## config.mk

```make
export PLATFORM = sky130hd
export DESIGN_NAME = sdu_front
export DESIGN_NICKNAME = d
export VERILOG_FILES = /design/src/rtl/core/sdu_pkg.sv /design/src/rtl/core/sdu_front.sv
export SDC_FILE = /design/constraint.sdc
export NUM_CORES = 1
export LEC_CHECK = 0
export ABC_CLOCK_PERIOD_IN_PS = 16000
export BUFFER_PORTS_ARGS = -buffer_cell sky130_fd_sc_hd__buf_2
export CAP_MARGIN = 20
export CORE_AREA = 2 2 202 204
export CTS_BUF_LIST = sky130_fd_sc_hd__clkbuf_8
export DETAILED_ROUTE_END_ITERATION = 12
export DIE_AREA = 0 0 204 206
export GPL_ROUTABILITY_DRIVEN = 0
export GPL_TIMING_DRIVEN = 0
export HOLD_SLACK_MARGIN = 0.02
export PLACE_DENSITY = 0.73
export SLEW_MARGIN = 30
export SYNTH_ARGS = -nofsm -noshare
export SYNTH_HDL_FRONTEND = slang
export SYNTH_SLANG_ARGS = --single-unit
```

## constraint.sdc

```tcl
create_clock -name clk -period 16 [get_ports clk]
set_clock_uncertainty 0.1 [all_clocks]
set_input_delay 2.4 -clock clk [delete_from_list [all_inputs] [get_ports clk]]
set_output_delay 2.4 -clock clk [all_outputs]
set_load 0.02 [all_outputs]
```

## src/rtl/core/sdu_pkg.sv

```systemverilog
// ----------------------------------------------------------------------------
// SSE diagonal update package
// Shared types and codes for the diagonal-update front end, back end and
// the top level.
// ----------------------------------------------------------------------------
package sdu_pkg;

  typedef enum logic [2:0] {
    ACT_SLOT   = 3'd0,
    ACT_SPIN   = 3'd1,
    ACT_ALIAS  = 3'd2,
    ACT_WEIGHT = 3'd3,
    ACT_RECIP  = 3'd4,
    ACT_ENDS   = 3'd5,
    ACT_COUNT  = 3'd6,
    ACT_NONE   = 3'd7
  } act_t;

  typedef enum logic [1:0] {
    K_WRITE,
    K_FLIP,
    K_DIAG,
    K_IDENT
  } kind_t;

  typedef enum logic [2:0] {
    OUT_KEPT    = 3'd0,
    OUT_REMOVED = 3'd1,
    OUT_SITE    = 3'd2,
    OUT_BOND    = 3'd3,
    OUT_WRITE   = 3'd4
  } outcome_t;

  typedef enum logic [1:0] {
    REG_STRING_LENGTH = 2'd0,
    REG_BETA_NORM     = 2'd1,
    REG_INV_BETA_NORM = 2'd2,
    REG_ALIAS_COUNT   = 2'd3
  } reg_t;

  typedef enum logic [3:0] {
    S_CLR, S_IDLE, S_FLIP, S_A1, S_A2, S_A3, S_B1, S_B2, S_B3, S_B4, S_OUT
  } state_t;

  localparam logic signed [2:0]  OP_OFFDIAG = -3'sd1;
  localparam logic signed [2:0]  OP_IDENT   = 3'sd0;
  localparam logic signed [2:0]  OP_SITE    = 3'sd1;
  localparam logic signed [2:0]  OP_BOND    = 3'sd2;
  localparam logic signed [12:0] LOC_NONE   = -13'sd1;

  typedef struct packed {
    logic [15:0] string_length;
    logic [39:0] beta_norm;
    logic [39:0] inv_beta_norm;
    logic [13:0] alias_count;
  } cfg_t;

  typedef struct packed {
    kind_t             kind;
    act_t              action;
    logic signed [2:0] op_type;
    logic [11:0]       op_loc;
    logic [13:0]       entry_index;
    logic [31:0]       entry_value;
    logic [12:0]       entry_ref_a;
    logic [12:0]       entry_ref_b;
    logic [12:0]       tgt_quot;
    logic [31:0]       rand_remove;
    logic [31:0]       rand_insert;
    logic [31:0]       rand_pick;
    logic [31:0]       rand_alias;
    logic [31:0]       rand_bond;
  } item_t;

endpackage

```

## src/rtl/core/sdu_front.sv

```systemverilog
// ----------------------------------------------------------------------------
// SSE diagonal update front end
// Accepts words, classifies them and queues them for the back end. The
// alias-target quotient for the modulo reduction is formed here.
// ----------------------------------------------------------------------------
module sdu_front #(
  parameter int MAX_ALIAS = 8192
) (
  input  logic                clk,
  input  logic                rst_n,
  input  logic                in_valid,
  output logic                in_stall,
  input  logic [2:0]          in_action,
  input  logic signed [2:0]   in_op_type,
  input  logic [11:0]         in_op_loc,
  input  logic [13:0]         in_entry_index,
  input  logic [31:0]         in_entry_value,
  input  logic [12:0]         in_entry_ref_a,
  input  logic [12:0]         in_entry_ref_b,
  input  logic [31:0]         in_rand_remove,
  input  logic [31:0]         in_rand_insert,
  input  logic [31:0]         in_rand_pick,
  input  logic [31:0]         in_rand_alias,
  input  logic [31:0]         in_rand_bond,
  input  logic                clearing,
  output sdu_pkg::item_t      head,
  output logic                head_valid,
  input  logic                pop
);

  // Rounded-up reciprocal; exact floor division for any 13-bit target.
  localparam logic [40:0] MOD_RECIP = ((41'd1 << 40) + 41'(MAX_ALIAS) - 41'd1) / 41'(MAX_ALIAS);

  sdu_pkg::item_t fifo_r [2];
  logic           wp_r, wp_nxt, rp_r, rp_nxt;
  logic [1:0]     cnt_r, cnt_nxt;
  logic           push;
  logic [53:0]    quot_prod;
  sdu_pkg::item_t item;

  assign in_stall   = (cnt_r == 2'd2) || clearing;
  assign push       = in_valid && !in_stall;
  assign head       = fifo_r[rp_r];
  assign head_valid = (cnt_r != 2'd0);
  assign quot_prod  = 54'(in_entry_ref_a) * 54'(MOD_RECIP);

  always_comb begin
    item.action      = sdu_pkg::act_t'(in_action);
    item.op_type     = in_op_type;
    item.op_loc      = in_op_loc;
    item.entry_index = in_entry_index;
    item.entry_value = in_entry_value;
    item.entry_ref_a = in_entry_ref_a;
    item.entry_ref_b = in_entry_ref_b;
    item.tgt_quot    = quot_prod[52:40];
    item.rand_remove = in_rand_remove;
    item.rand_insert = in_rand_insert;
    item.rand_pick   = in_rand_pick;
    item.rand_alias  = in_rand_alias;
    item.rand_bond   = in_rand_bond;
    // Unknown operator codes are treated as identity slots.
    if (in_action != sdu_pkg::ACT_SLOT) begin
      item.kind = sdu_pkg::K_WRITE;
    end else if (in_op_type == sdu_pkg::OP_OFFDIAG) begin
      item.kind = sdu_pkg::K_FLIP;
    end else if (in_op_type == sdu_pkg::OP_SITE || in_op_type == sdu_pkg::OP_BOND) begin
      item.kind = sdu_pkg::K_DIAG;
    end else begin
      item.kind = sdu_pkg::K_IDENT;
    end
  end

  always_comb begin
    wp_nxt  = push ? ~wp_r : wp_r;
    rp_nxt  = pop ? ~rp_r : rp_r;
    cnt_nxt = cnt_r + 2'(push) - 2'(pop);
  end

  always_ff @(posedge clk) begin
    if (!rst_n) begin
      wp_r  <= 1'b0;
      rp_r  <= 1'b0;
      cnt_r <= 2'd0;
    end else begin
      wp_r  <= wp_nxt;
      rp_r  <= rp_nxt;
      cnt_r <= cnt_nxt;
    end
  end

  always_ff @(posedge clk) begin
    if (push) begin
      fifo_r[wp_r] <= item;
    end
  end

endmodule

```

### Word level (Yosys, flattened, before mapping)

Memory sizes are Yosys's and may differ from the RTL's. A register that Yosys moved wholly into a read port is not among the register bits.
Index checks and enable logic that the tools add are counted.

| operators by class | value |
|---|---|
| shift operators | 0 |
| add/subtract/negate cells | 2 |
| bitwise gates (word level) | 2 |
| muxes and demuxes | 7 |
| eq/ne operators | 4 |
| reduce and logical (&&, ||, !) cells | 6 |
| magnitude comparators | 0 |
| div/mod/pow operators | 0 |
| $mul | 0 |

Operators by type and width:

| cell | number |
|---|---|
| $mux W1 | 5 |
| $mux W2 | 2 |
| $eq A3 B1 Y1 const B | 1 |
| $eq A3 B2 Y1 const B | 1 |
| $eq A3 B3 Y1 const B | 1 |
| $reduce_bool A3 Y1 | 1 |
| $add A2 B1 Y2 | 1 |
| $eq A2 B2 Y1 const B | 1 |
| $logic_or A1 B1 Y1 | 2 |
| $not A1 Y1 | 2 |
| $reduce_bool A2 Y1 | 1 |
| $sub A2 B1 Y2 | 1 |
| $logic_and A1 B1 Y1 | 1 |
| $logic_not A1 Y1 | 1 |

| storage, ports and cells | value |
|---|---|
| bits in latches | 0 |
| bits in read-only memories | 0 |
| bits in writable memories | 504 |
| output and inout bits | 267 |
| register bits | 4 |
| word-level logic and storage cells | 25 |
| memories kept | 1 |
| input bits | 255 |

Memories:

| memory | depth | width | rd ports | clocked after Yosys merged registers in | write ports | line | text |
|---|---|---|---|---|---|---|---|
| fifo_r | 2 | 252 | 1 | 1 | 1 | sdu_front.sv:34 | `sdu_pkg::item_t fifo_r [2];` |

### Logic depth before layout (Yosys ltp)

| depth | value |
|---|---|
| word-level depth | 6 |
| mapped depth | 8 |
| depth with buffers taken out | 8 |

### Least setup slack after synthesis

Ideal clock, no wire load.

| timing path | value |
|---|---|
| path type | input to register |
| start point | input port clearing |
| end point | memory fifo_r[0][0] in the netlist's numbering, enable pin |
| stages on the path | 2 |
| buffers on the path | 0 |
| path slack | 1.943 ns |
| setup time | 0.871 ns |
| data required time | 15.029 ns |
| data arrival time | 13.086 ns |
| cell sequence | nand3b_1 -> nor2_1 |

| between the ends | value |
|---|---|
| cells in the longest elaborated chain, start to end | 5 |

Ends and longest elaborated chain:

| what | line | text |
|---|---|---|
| from (decl) | sdu_front.sv:25 | `input logic clearing,` |
| $logic_or A1 B1 Y1 | sdu_front.sv:41 | `assign in_stall = (cnt_r == 2'd2) \|\| clearing;` |
| $logic_not A1 Y1 | sdu_front.sv:42 | `assign push = in_valid && !in_stall;` |
| $logic_and A1 B1 Y1 | sdu_front.sv:42 |  |
| $mux W1 | sdu_front.sv:92 | `if (push) begin` |
| $mux W1 (implied by the code) | sdu_front.sv:93 | `fifo_r[wp_r] <= item;` |
| to (decl) | sdu_front.sv:34 |  |

Every way passes these cells.

### Final worst setup path

| timing path | value |
|---|---|
| start point | input port clearing |
| end point | output port in_stall |

| between the ends | value |
|---|---|
| cells in the longest elaborated chain, start to end | 1 |

Ends and longest elaborated chain:

| what | line | text |
|---|---|---|
| $logic_or A1 B1 Y1 | sdu_front.sv:41 |  |
| to (decl) | sdu_front.sv:12 | `output logic in_stall,` |

Every way passes these cells.

==> summary.txt <==
Outcome
  • Status: complete, no violations

Final layout
  • Most frequent cells in the layout: buf_2 (515), edfxtp_1 (504), mux2_2 (252)
  • Fillcell total: 2,954
  • Final net count: 1,714
  • Area of the multi-input gates: 0.003058 sq mm
  • Layout cells sized above 1: 61.17%
  • Most common cell after layout, fill and taps aside: buf_2
  • Reg area: 0.01523 sq mm
  • Area delta synth->final: 29.45%
  • Fin cells: 2,056

Detailed routing
  • Drt wl/cell: 19.93 microns
  • DR iter-0 viols: 404
  • DRT Pass-1 Iters: 6
  • Drt total wl: 40,970 microns
  • Vias: 9,921
  • Vias/cell: 4.825
  • Routed Antenna Nets: 0
  • DR DRC count: 0

Floorplan
  • Die ar.: 0.04202 sq mm
  • I/O Pins: 522
  • Die outline height: 206 microns
  • # rows: 74
  • Die width: 204 microns
  • Initial Util: 46.31%
  • Core Box Area: 0.04018 sq mm

Clock network
  • H-tree depth: 3
  • CTS tree: done
  • Clock tree sinks: 509
  • Worst-skew pair later-pin latency: 630 ps
  • Hold_buf cts: 0
  • CTS-repair resized insts: 0
  • Setup bufs post-CTS: 0
  • Root buffer cell: clkbuf_8
  • Max clock buf depth: 3
  • Clock Pin Slew Worst Setup and Hold Paths: 60 ps
  • Total CTS buffers: 81

STA
  • Worst Tran Pin Value: 709.3 ps
  • Slew Viols, Final: 0
  • Max transition margin: 52.60%
  • Post-layout min period: 5277 ps
  • Hold Violations, Final: 0
  • Final worst-path cycle share: 32.98%
  • Setup violations, final: 0
  • Setup TNS: 0 ps
  • Final setup margin: 10,720 ps
  • Max Clk Rate: 0.1895 GHz
  • RSZ-0062 raised after global routing: false
  • Hold_ws: 412.2 ps

Setup path
  • CP endpoint kind: output pin
  • Worst Path Max Fanout: 2
  • CP most frequent cell: buf_2
  • CP arrival: 2780 ps
  • WP data required: 13,500 ps
  • Startpoint Class: primary input
  • Buffers & Inverters on Critical Path: 2
  • CP max stage cell: buf_2
  • Critical path class: primary input to output pin
  • Top delay family on crit path: buffers and inverters
  • Worst path cell trace: buf_2 > nand2b_1 > buf_2
  • Crit path largest cell delay: 150 ps

Global routing
  • First-pass GRT wire length: 59,170 microns
  • Largest net degree at the start of global routing: 24
  • Initial antenna violation count: 8
  • Vias in the first global route: 10,450
  • GRT Residual Overflow: 0
  • Total GRT Usage: 18.97%

Logic synthesis
  • #FFs+latches synth: 509
  • Avg Cell Area, Syn: 22.47 sq um
  • Mapped Cells: 828
  • Yosys Warn Count: 0
  • Mapped Area: 0.01861 sq mm
  • Count of cell types in the netlist: 20
  • Post-synthesis sequential area ratio: 81.87%

Pwr
  • Worst VDD drop: 0.1077 mV
  • Pleak: 9.098 nW
  • P per Cell Area: 124.7 mW/mm^2

Run
  • Max cap viols: 0

Place
  • Post-place setup slack: 10,720 ps
  • Port buffer count: 508
  • HPWL after DPL: 29,990 microns
  • Placed insts: 1,906

Min path
  • Worst Hold Class: flop to flop
## cell families (layout without fill, tap and decap cells)
group,after synthesis,in the layout,synth area share (%)
and+or+nand+nor,15,15,0.4303
other,1,15,0.02015
AOI/OAI and AO/OA,1,1,0.03364
xor gates and xnor gates,4,4,0.1883
muxes,253,253,15.30
buffers and inverters,43,725,2.024
DFF,509,509,81.87
adders and majority gates,2,2,0.1345
## per-layer routing
| layer | global-route usage, % | routed length (microns) | share of wire (%) | up-vias |
|---|---|---|---|---|
| met5 | 0 | 77 | 0.19 | - |
| met4 | 6.910 | 1016 | 2.5 | 12 |
| met3 | 8.373 | 4235 | 10 | 79 |
| met2 | 32.51 | 20600 | 50 | 419 |
| met1 | 20.93 | 15040 | 37 | 4831 |
| li1 | - | - | - | 4580 |
## final timing paths
kind | cells after the start | slack (ps) | to | start
min | 2 | 410 | wp_r | wp_r
max | 3 | 10720 | in_stall | clearing
min reg2reg | 2 | 410 | wp_r | wp_r
max reg2reg | 9 | 12960 | fifo_r[0][187] | cnt_r[0]
## state kept, by name, summed over array words and instances, names as in the netlist, named ones only
signal and flops:
fifo_r 504, wp_r 1, cnt_r 2, rp_r 1
## tightest hold or removal path, stage by stage (launching register included)
cell,delay [ps]
dfxtp_1,340
nand2_1,70
mux2i_1,60
## stage by stage
step           utilization (%)  instance area (sq um)  power (mW)
5_1_grt                  59.94                  24090       3.121
3_3_place_gp             54.41                  21860       2.033
6_report                 59.95                  24090       3.003
3_5_place_dp             56.22                  22590       2.024
2_1_floorplan                -                  18650       1.867
4_1_cts                  59.94                  24080       3.042
## area by class of cell
cell class | instances | share of cell area [%]
buffer | 41 | 1.532
antenna | 2 | 0.02078
timing repair buffer | 534 | 13.53
clock inverter | 63 | 1.335
tap | 532 | 2.763
multi-input combinational | 288 | 12.69
clock buffer | 85 | 4.856
inverter | 2 | 0.03116
sequential | 509 | 63.24
## Yosys cell counts
cell / n / area share, %
mux2_2: 252 / 15
ha_1: 2 / 0.13
or3_1: 1 / 0.034
inv_1: 2 / 0.040
edfxtp_1: 504 / 81
nand3b_1: 1 / 0.040
nand2_1: 2 / 0.040
or2_2: 1 / 0.034
buf_4: 13 / 0.52
mux2i_1: 1 / 0.054
buf_2: 7 / 0.19
dfxtp_1: 5 / 0.54
nand2b_1: 2 / 0.067
a31oi_1: 1 / 0.034
xnor2_1: 3 / 0.14
conb_1: 1 / 0.020
xor2_1: 1 / 0.047
nor2_1: 4 / 0.081
buf_6: 21 / 1.3
and2_1: 4 / 0.13
## where the power goes
part	switching (mW)	internal (mW)	total [mW]
logic	0.248	0.180	0.428
clock network	0.486	0.525	1.01
registers	0.0151	1.55	1.56
total	0.749	2.25	3.00
Power figures use the tool's default switching activity.
